--- config.mk ---
export PLATFORM = sky130hd
export DESIGN_NAME = salru_ctrl
export DESIGN_NICKNAME = d
export VERILOG_FILES = /design/src/hdl/salru_pkg.sv /design/src/hdl/salru_ctrl.sv
export SDC_FILE = /design/constraint.sdc
export NUM_CORES = 1
export LEC_CHECK = 0
export ABC_AREA = 0
export BUFFER_PORTS_ARGS = -buffer_cell sky130_fd_sc_hd__buf_2
export CAP_MARGIN = 20
export CORE_AREA = 2 2 39 41
export DETAILED_ROUTE_END_ITERATION = 6
export DIE_AREA = 0 0 41 43
export SLEW_MARGIN = 20
export SYNTH_ARGS = -nofsm -noshare
export SYNTH_HDL_FRONTEND = slang
export SYNTH_SLANG_ARGS = --single-unit
export TNS_END_PERCENT = 5
--- constraint.sdc ---
create_clock -name clk -period 2.1 [get_ports clk]
set_input_delay 0.315 -clock clk [delete_from_list [all_inputs] [get_ports clk]]
set_output_delay 0.315 -clock clk [all_outputs]
set_load 0.01 [all_outputs]
--- src/hdl/salru_pkg.sv ---
// Shared types, constants and helpers for the set-associative LRU lookup unit.
// Used by salru_ctrl, salru_dp and set_assoc_cache_lru_lookup_unit.
package salru_pkg;

  localparam int MAX_SETS_DEF  = 64;
  localparam int MAX_WAYS_DEF  = 8;
  localparam int ADDR_BITS_DEF = 32;

  localparam int ADDR_W      = 32;
  localparam int TAG_W       = 32;
  localparam int RANK_W      = 4;
  localparam int CNT_W       = 32;
  localparam int WAY_OUT_W   = 3;
  localparam int IB_W        = 4;
  localparam int WC_W        = 5;
  localparam int IN_TDATA_W  = 32;
  localparam int OUT_TDATA_W = 72;

  localparam int CFG_IDX_W  = 2;
  localparam int CFG_DATA_W = 4;

  localparam logic [CFG_IDX_W-1:0] CFG_WAY_COUNT   = 2'd0;
  localparam logic [CFG_IDX_W-1:0] CFG_INDEX_BITS  = 2'd1;
  localparam logic [CFG_IDX_W-1:0] CFG_OFFSET_BITS = 2'd2;

  typedef enum logic [2:0] {
    ST_CLEAR = 3'b001,
    ST_IDLE  = 3'b010,
    ST_LOOK  = 3'b100
  } salru_state_t;

  typedef struct packed {
    logic clear;
    logic accept;
    logic lookup;
  } salru_cmd_t;

  typedef struct packed {
    logic clear_last;
    logic out_free;
  } salru_sts_t;

  function automatic int floor_log2(input int n);
    int b;
    b = 0;
    while ((2 << b) <= n) b++;
    return b;
  endfunction

endpackage

--- src/hdl/salru_ctrl.sv ---
// Controller state machine: clearing pass, idle, lookup/write-back.
// Depends on salru_pkg; drives commands into salru_dp.
module salru_ctrl (
  input  logic                  clk,
  input  logic                  rst_n,
  input  logic                  in_tvalid,
  output logic                  in_tready,
  input  salru_pkg::salru_sts_t sts,
  output salru_pkg::salru_cmd_t cmd
);
  import salru_pkg::*;

  salru_state_t state_r, state_nxt;

  always_comb begin
    state_nxt  = state_r;
    in_tready  = 1'b0;
    cmd        = '0;
    unique case (state_r)
      ST_CLEAR: begin
        cmd.clear = 1'b1;
        if (sts.clear_last) state_nxt = ST_IDLE;
      end
      ST_IDLE: begin
        in_tready = 1'b1;
        if (in_tvalid) begin
          cmd.accept = 1'b1;
          state_nxt  = ST_LOOK;
        end
      end
      ST_LOOK: begin
        if (sts.out_free) begin
          cmd.lookup = 1'b1;
          in_tready  = 1'b1;
          if (in_tvalid) cmd.accept = 1'b1;
          else state_nxt = ST_IDLE;
        end
      end
      default: state_nxt = ST_CLEAR;
    endcase
  end

  always_ff @(posedge clk) begin
    if (!rst_n) state_r <= ST_CLEAR;
    else state_r <= state_nxt;
  end

endmodule

* Word-level counts from Yosys, hierarchy flattened
Cells that the tools add are included.
** Word-level totals
- Flip-flop bits (word level) :: 3
- Bits in latches :: 0
- Memory bits (writable) :: 0
- Memory bits (read-only) :: 0
- Output and inout port bits :: 4
- Memories kept :: 0
** Operators by class
- Add/subtract/negate cells :: 0
- Multipliers :: 0
- Divide/modulo/power cells :: 0
- $lt $le $gt $ge :: 0
- Equality and inequality tests :: 7
- Shift operators :: 0
- Mux-type cells :: 12
- Bitwise operators :: 0
- Reductions and logical operators :: 1
** Operators by type and width (number)
- two-way mux 3 bit :: 4
- one-hot mux 3 bit (3 select lines) :: 1
- != test 2 bit (second input constant) :: 4
- two-way mux 1 bit :: 4
- one-hot mux 1 bit (2 select lines) :: 2
- AND reduction 4 bit :: 1
- equality test 3 x 1 -> 1 bit (second input constant) :: 1
- equality test 3 x 2 -> 1 bit (second input constant) :: 1
- equality test 3 bit (second input constant) :: 1
- two-way mux 2 bit :: 1

* Logic depth before layout (Yosys ltp)
Gate-level depths: netlist (run 1).
- Depth after elaboration :: 3
- Depth in mapped cells :: 3
- Mapped depth without buffers :: 3

* Worst setup path before layout (run 1)
OpenSTA, ideal clock, no wires.
- Path type :: register to output
- From :: reg state_r[1]
- To :: out cmd[1] (netlist name)
- Data arrival time :: 0.990 ns
- Data required time :: 1.785 ns
- Path slack :: 0.795 ns
- Stages on the path, launching flop included :: 4
- Path buffers :: 0
- Path through :: dfxtp_1 nand3b_1 a21oi_1 and2_1
** RTL lines
- start, declared :: RTL line salru_ctrl.sv:13 : salru_state_t state_r, state_nxt;
- start signal, assigned :: RTL line salru_ctrl.sv:45 : else state_r <= state_nxt;
- end, declared :: RTL line salru_ctrl.sv:9 : output salru_pkg::salru_cmd_t cmd

==> run metrics, run 1 <==
Placed Cells=43; PostCTS Resize Cnt=0; Slew HR=86.5%; Biggest register=state_r; Total Neg Setup Slack=0 ns; Die ar.=between 1500 and 2000 um2; Setup crit end kind=output pin; GPL Wtd Cong=0.597; TritonCTS clock tree=built; # clock sinks=3; global-route wire length before repair=between 600 and 700 um; Max Slew Vio Count=0; Clk Latency, worst-skew pair=0.23 ns; row cnt=14; crit-path max FO=5; Yosys Warn Count=0; total CTS buffers=3; grt total ovfl=0; minimum clock period after layout=between 1.5 and 2 ns; Starting Density=around 12%; GRT Total Usage=a little over 6%; router iterations before antenna repair=4; Net Count, Synth=24; H-tree depth reported by CTS=1; DP HPWL=~290 um; Post-CTS Setup Bufs=0; Hold-fix buffers, CTS=0; remaining antenna violation count=0; CP required=between 1.5 and 2 ns; transition time of the tightest slew-check pin=0.202 ns; CP Data Arrival Time=roughly 1.2 ns; synthesized instance count=19; fin crit share=between 70% and 80%; Layout Nets=37; max_cap viols=0; Die Height=between 40 and 50 um; most common cell after layout, fill and taps aside=buf_2; Detailed Route Iter0 Violations=8; WHS=0.275 ns; Ports=9; Syn Area/Cell=8.96 um2; Finish-stage setup viols=0; clock skew=roughly 0.0010 ns; most frequent cells in the layout=8 x buf_2, 3 x clkbuf_4, 3 x dfxtp_1; Hold Path Class=in2reg; Area Overhead vs Synth=50.7%; antenna cell count=0; sequential fraction of the synthesis area=about a third; CTS root buf=clkbuf_4; Die W=~40 um; Fillers=162; Leak Pwr=between 0.0001 and 0.00015 uW; Yosys reg bits=3; largest net degree at the start of global routing=7; vias in the first global route=157; outcome=completed; PwrDens=around 740 nW/um2; Core ar.=1380 um2; share of layout cells above drive strength 1=between 40% and 50%; Regs by FF count=state_r: 3 flops; Remaining DRCs=0; Post-Layout Cell Count=47; Fin. Hold Viols=0; clock buffer depth=2; Syn Std Cell Area=about 170 um2; type of origin of the critical path=flop; Vias/cell=3.79; Reg clk slew, reported paths=0.04 ns; Worst VDD drop=~0.27 mV; Post-Route WL=about 370 um; PortBufs=8; drt wl/cell=slightly below 8 um; worst setup path category=reg2out; max reg flops=3; unrepaired setup endpoints after global routing=no; Netlist cell types=14; number of antenna violations at the first check in global routing=0; via count=178; Max Freq=between 0.6 and 0.7 GHz
==> synth_stat cells <==
master	n	share of area [%]
nand3b_1	1	4.4
a21boi_2	1	6.6
and2_1	1	3.7
nor3b_1	2	8.8
nor3b_2	1	7.4
inv_1	1	2.2
a21oi_1	2	5.9
a22o_1	1	5.1
xor2_1	1	5.1
a211o_1	1	5.1
nand2_1	2	4.4
nor2_1	1	2.2
dfxtp_1	3	35
nand2b_1	1	3.7
==> where the power goes <==
| part | internal, uW | switching [uW] | leakage, uW |
|---|---|---|---|
| registers | 60.4 | 4.47 | 0.0000246 |
| logic | 12.6 | 11.1 | 0.0000793 |
| clock network | 71.2 | 29.0 | 0.0000150 |
| total | 144 | 44.6 | 0.000119 |
==> final timing paths <==
kind | slack (ns) | endpoint | from | depth (start not counted)
max | 0.59 | cmd[1] | state_r[1] | 4
min | 0.28 | state_r[0] | rst_n | 2
max reg2reg | 1.06 | state_r[1] | state_r[1] | 3
min reg2reg | 0.54 | state_r[2] | state_r[0] | 1
==> layer usage <==
layer  vias up  routed length (um)  track usage (%)
li1         90                   -                -
met1        79                 183             7.05
met2         9                 143             5.94
met3         0                  48             6.28
met4         0                   0             6.00
met5         -                   0                0
==> area by class of cell <==
cell class / instances / area, um2 / share of cell area [%]
Multi-Input combinational cell: 15 / 106 / 41.5
Sequential cell: 3 / 60.1 / 23.4
Timing Repair Buffer: 8 / 40.0 / 15.6
Clock buffer: 4 / 26.3 / 10.2
Tap cell: 16 / 20.0 / 7.80
Inverter: 1 / 3.75 / 1.46
==> per-stage QoR <==
stage | setup slack (ns) | total power [uW] | utilization, % | cell area, um2
after floorplan | 0.795 | 79.2 | - | 170
after global placement | 0.843 | 89.3 | 16.6 | 230
after detailed placement | 0.828 | 89.5 | 16.6 | 230
after CTS | 0.571 | 195 | 18.5 | 256
after global routing | 0.479 | 208 | 18.5 | 256
final | 0.589 | 189 | 18.5 | 256
==> logic make-up after synthesis <==
| family | share of synthesized area, % |
|---|---|
| xor+xnor | 5.15 |
| flops | 35.3 |
| compound gates | 22.8 |
| simple gates | 34.6 |
| buf+inv | 2.20 |
==> worst max-delay path, cell delays in order (launching register included) <==
cell,delay (ns)
dfxtp_1,0.34
nand3b_1,0.21
a21oi_1,0.17
and2_1,0.13
buf_2,0.12
Power figures use the tool's default switching activity.
==> run 2, diff against run 1 <==
Clock period 2.1 ns to 1.31 ns, I/O delays scaled along.
==> run 2 against run 1 <==
  * The flow now finishes with violations (setup timing)
  * Utilization rose by 3.3 points
  * Clock power rose by 59%
  * First-iteration DRC count fell by 63%
  * Cell area rose by 18%
  * Global-route usage rose by 0.40 points
  * Clock-buffer cell count did not move
  * Critical path type unchanged
  * Largest cell class unchanged
==> run metrics, run 2 (synthesis results as in run 1) <==
outcome=complete, but fails checks (was completed); failing checks=setup timing; remaining antenna violation count=0 (unchanged); Die W=41 um (unchanged); Clk Latency, worst-skew pair=0.23 ns (about the same); Placed Cells=43 (unchanged); GRT Total Usage=6.62% (was 6.22%); most frequent cells in the layout=7 x buf_2, 4 x buf_4, 3 x clkbuf_4 (was 8 x buf_2, 3 x clkbuf_4, 3 x dfxtp_1); CP required=1.11 ns (was 1.78 ns); TritonCTS clock tree=built (unchanged); max_cap viols=0 (unchanged); Hold Path Class=in2reg (unchanged); max incr delay on CP=0.34 ns (about the same); CP Data Arrival Time=1.15 ns (was 1.20 ns); busiest grt layer=met2 (was met1); worst setup path category=reg2out (unchanged); crit-path max FO=4 (was 5); transition time of the tightest slew-check pin=0.209 ns (was 0.202 ns); largest net degree at the start of global routing=7 (unchanged); DP HPWL=291 um (was 289 um); Slew HR=86.0% (was 86.5%); Remaining DRCs=0 (unchanged); # clock sinks=3 (unchanged); Finish-stage setup viols=2 (was 0); Core ar.=1380 um2 (unchanged); Fin. Hold Viols=0 (unchanged); Max Freq=0.743 GHz; Hold-fix buffers, CTS=0 (unchanged); vias in the first global route=188 (was 157); clock skew=0.00209 ns (was 0.00104 ns); Starting Density=12.3% (unchanged); Max Slew Vio Count=0 (unchanged); Reg clk slew, reported paths=0.04 ns (about the same); PortBufs=8 (unchanged); Regs by FF count=state_r: 3 flops (unchanged); share of layout cells above drive strength 1=57.1% (was 41.9%); unrepaired setup endpoints after global routing=yes (was no); Worst Path Buf+Inv=1 (unchanged); Sequential Area=65.1 um2 (was 60.1 um2); minimum clock period after layout=about 1.3 ns; CP Cell Sequence=nand3b_1, a21oi_2, and2_1, buf_2 (was nand3b_1, a21oi_1, and2_1, buf_2); Ports=9 (unchanged); GPL Wtd Cong=0.602 (was 0.597); number of antenna violations at the first check in global routing=0 (unchanged); Total Neg Setup Slack=-0.0381 ns (was 0 ns); CP max stage cell=dfxtp_4 (was dfxtp_1); Biggest register=state_r (unchanged); Top delay family on crit path=flip-flops (unchanged); Vias/cell=3.86 (was 3.79); max reg flops=3 (unchanged); row cnt=14 (unchanged); Die Height=43 um (unchanged); total CTS buffers=3 (unchanged); PwrDens=1030 nW/um2 (was 736 nW/um2); WHS=0.151 ns (was 0.275 ns); Post-Layout Cell Count=51 (was 47); Multi-input gate area=110 um2 (was 106 um2); Post-Route WL=414 um (was 374 um); routing usage on met3=6.81% (was 6.28%); Layout Nets=41 (was 37); Setup crit end kind=output pin (unchanged); Die ar.=1760 um2 (unchanged); Worst VDD drop=0.418 mV (was 0.273 mV); Leak Pwr=0.000141 uW (was 0.000119 uW); antenna cell count=0 (unchanged); drt wl/cell=8.12 um (was 7.96 um); met1 usage=7.05% (unchanged); router iterations before antenna repair=2 (was 4); clock buffer depth=2 (unchanged); Detailed Route Iter0 Violations=3 (was 8); type of origin of the critical path=flop (unchanged); H-tree depth reported by CTS=1 (unchanged); Area Overhead vs Synth=77.2% (was 50.7%); worst setup slack after layout=-0.0358 ns (was 0.589 ns); global-route wire length before repair=731 um (was 627 um); met2 Use GR=7.81% (was 5.94%); most common cell after layout, fill and taps aside=buf_2 (unchanged); CTS root buf=clkbuf_4 (unchanged); Fillers=157 (was 162); fin crit share=103%; via count=197 (was 178); grt total ovfl=0 (unchanged)
run 2: cell type report:
class | count | area share (%)
inverters | 1 | 1.24
multi-input cells | 15 | 36.5
clock buffers | 4 | 8.71
repair buffers | 12 | 25.3
flip-flops and latches | 3 | 21.6
well taps | 16 | 6.64
run 2: power by group:
group          leakage, uW  internal [uW]  switching [uW]
Combinational     0.000100           27.5            21.5
Sequential       0.0000258           96.5            6.28
Clock            0.0000150            114            45.3
run 2: final timing paths:
kind,from,endpoint,slack (ns),depth (start not counted)
worst max-delay path,state_r[1],cmd[1],-0.04,4
worst min-delay path,rst_n,state_r[0],0.15,2
worst max register to register,state_r[1],state_r[1],0.15,4
worst min register to register,state_r[0],state_r[2],0.54,1
run 2: metal layers:
| metal | vias to the layer above | wire length [um] |
|---|---|---|
| li1 | 100 | - |
| met1 | 88 | 185 |
| met2 | 9 | 177 |
| met3 | 0 | 51 |
| met4 | 0 | 0 |
| met5 | - | 0 |
run 2: repair_timing:
item	CTS	global route
pin swaps	0	2
setup buffers	1	3
setup endpoints to repair	2	4
gates resized for setup	3	3
run 2: per-stage QoR:
stage	setup slack (ns)	instance area, um2	total power, uW	utilization [%]
after global routing	-0.132	302	337	21.8
after CTS	-0.0468	270	316	19.5
after global placement	0.184	230	143	16.6
after detailed placement	0.147	230	143	16.6
final	-0.0358	302	311	21.8
after floorplan	0.123	170	127	-
==> run 3, diff against run 2 <==
--- a/config.mk
+++ b/config.mk
@@ -10,4 +10,5 @@
 export CAP_MARGIN = 20
 export CORE_AREA = 2 2 39 41
+export CTS_BUF_LIST = sky130_fd_sc_hd__clkbuf_4
 export DETAILED_ROUTE_END_ITERATION = 6
 export DIE_AREA = 0 0 41 43
==> constraint.sdc (replaced) <==
create_clock -name clk -period 1.31 [get_ports clk]
set_input_delay 0.131 -clock clk [delete_from_list [all_inputs] [get_ports clk]]
set_output_delay 0.131 -clock clk [all_outputs]
set_load 0.01 [all_outputs]
==> run 3 against run 2 <==
  * The flow now finishes without violations
  * Fmax grew 5.0%
  * Critical path type unchanged
  * Critical endpoint unchanged
  * Critical path depth is the same
  * Utilization shrank 0.27 points
  * Power grew 6.8%
  * Via count shrank 0.51%
  * Sequential share of layout area grew 0.27 points
  * Clock power grew 16%
  * Combinational power shrank 5.7%
  * Sequential power is essentially flat
  * Register-to-register slack is essentially flat
  * Clock-buffer cell count is the same
  * Non-clock buffer count shrank 1
==> run metrics, run 3 (synthesis results as in run 1) <==
dpl ws=0.212 ns (was 0.147 ns); number of antenna violations at the first check in global routing=0 (unchanged); Switching Share=22.8% (was 23.5%); worst setup slack after layout=0.0287 ns (was -0.0358 ns); drt wl/cell=8.22 um (was 8.12 um); total net switching power=75.9 uW (was 73.1 uW); Max Slew Vio Count=0 (unchanged); worst reg-to-reg setup slack=0.16 ns (was 0.15 ns); Internal=256 uW (was 238 uW); DP HPWL=291 um (unchanged); Worst VDD drop=0.419 mV (was 0.418 mV); largest net degree at the start of global routing=7 (unchanged); H-tree depth reported by CTS=1 (unchanged); antenna cell count=0 (unchanged); Ports=9 (unchanged); PwrDens=1120 nW/um2 (was 1030 nW/um2); WHS=0.0850 ns (was 0.151 ns); Comb pwr share=13.9% (was 15.8%); Area Overhead vs Synth=75.0% (was 77.2%); unrepaired setup endpoints after global routing=yes (unchanged); Hold Path Class=in2reg (unchanged); clock buffer depth=2 (unchanged); total CTS buffers=3 (unchanged); type of origin of the critical path=flop (unchanged); Detailed Route Iter0 Violations=0 (was 3); vias in the first global route=189 (was 188); Slew HR=85.7% (was 86.0%); Regs by FF count=state_r: 3 flops (unchanged); outcome=completed (was complete, but fails checks); clock group share of total power=55.3% (was 51.2%); # clock sinks=3 (unchanged); PortBufs=8 (unchanged); clock skew=0.00572 ns (was 0.00209 ns); crit-path max FO=3 (was 4); Reg clk slew, reported paths=0.04 ns (about the same); most common cell after layout, fill and taps aside=buf_2 (unchanged); Total Neg Setup Slack=0 ns (was -0.0381 ns); transition time of the tightest slew-check pin=0.214 ns (was 0.209 ns); Setup crit end kind=output pin (unchanged); Fin. Hold Viols=0 (unchanged); max reg flops=3 (unchanged); GRT Total Usage=6.52% (was 6.62%); most frequent cells in the layout=7 x buf_2, 4 x clkbuf_4, 3 x buf_4 (was 7 x buf_2, 4 x buf_4, 3 x clkbuf_4); Placed Cells=43 (unchanged); fin crit share=97.8% (was 103%); GPL Wtd Cong=0.602 (unchanged); CTS root buf=clkbuf_4 (unchanged); Biggest register=state_r (unchanged); Post-Route WL=411 um (was 414 um); Die ar.=1760 um2 (unchanged); global-route wire length before repair=724 um (was 731 um); Vias/cell=3.92 (was 3.86); Clk Latency, worst-skew pair=0.23 ns (about the same); Fillers=156 (was 157); TritonCTS clock tree=built (unchanged); Leak Pwr=0.000139 uW (was 0.000141 uW); grt total ovfl=0 (unchanged); Starting Density=12.3% (unchanged); via count=196 (was 197); Core ar.=1380 um2 (unchanged); sequential power share=30.8% (was 33.0%); Die W=41 um (unchanged); Hold-fix buffers, CTS=0 (unchanged); row cnt=14 (unchanged); Remaining DRCs=0 (unchanged); Max Freq=0.780 GHz (was 0.743 GHz); CP required=1.18 ns (was 1.11 ns); CP Data Arrival Time=1.15 ns (about the same); Post-Layout Cell Count=50 (was 51); Layout Nets=40 (was 41); max_cap viols=0 (unchanged); Finish-stage setup viols=0 (was 2); minimum clock period after layout=1.28 ns (was 1.35 ns); worst setup path category=reg2out (unchanged); share of layout cells above drive strength 1=58.8% (was 57.1%); Die Height=43 um (unchanged); router iterations before antenna repair=1 (was 2); remaining antenna violation count=0 (unchanged)
run 3: changes by cell type in the layout (fill, tap and decap cells not counted), sizes merged:
cell and change:
buf -1
run 3: metal layers:
layer	vias up	GRT usage (%)	share of wire [%]	wire, um
li1	99	-	-	-
met1	88	7.05	45	187
met2	9	7.50	42	171
met3	0	6.81	13	53
met4	0	4.00	0	0
met5	-	0	0	0
run 3: final timing paths:
path         startpoint    endpoint  depth (start not counted)
min               rst_n  state_r[0]                          2
max reg2reg  state_r[1]  state_r[1]                          4
min reg2reg  state_r[0]  state_r[2]                          1
max          state_r[1]      cmd[1]                          4
run 3: power by group through the flow:
stage | Sequential [uW] | Combinational (uW) | Clock (uW)
after floorplan | 104 | 23.4 | 0
after global placement | 105 | 38.8 | 0
after detailed placement | 105 | 38.5 | 0
after CTS | 104 | 39.4 | 195
after global routing | 103 | 51.6 | 201
final | 102 | 46.2 | 184
run 3: cell type report:
type,instances,area [um2],area share (%)
multi-input combinational,15,110,37.0
tap,16,20.0,6.72
sequential,3,65.1,21.8
timing repair buffer,11,68.8,23.1
inverter,1,3.75,1.26
clock buffer,4,30.0,10.1
run 3: metrics by stage:
stage | power [uW] | area, um2 | utilization (%)
finish | 332 | 298 | 21.5
detailed placement | 143 | 230 | 16.6
global route | 356 | 298 | 21.5
floorplan | 127 | 170 | -
CTS | 339 | 273 | 19.7
global placement | 143 | 230 | 16.6
run 3: critical path, stage by stage, from the launching register on:
cell and delay [ns]:
dfxtp_4 0.33, nand3b_1 0.18, a21oi_2 0.16, and2_1 0.12
buf_2 0.12
run 3: timing repair:
item,in CTS,in global routing
cloned,0,0
setup buffers,1,2
gates resized for setup,2,4
setup endpoints to repair,1,2
pin swaps,0,2
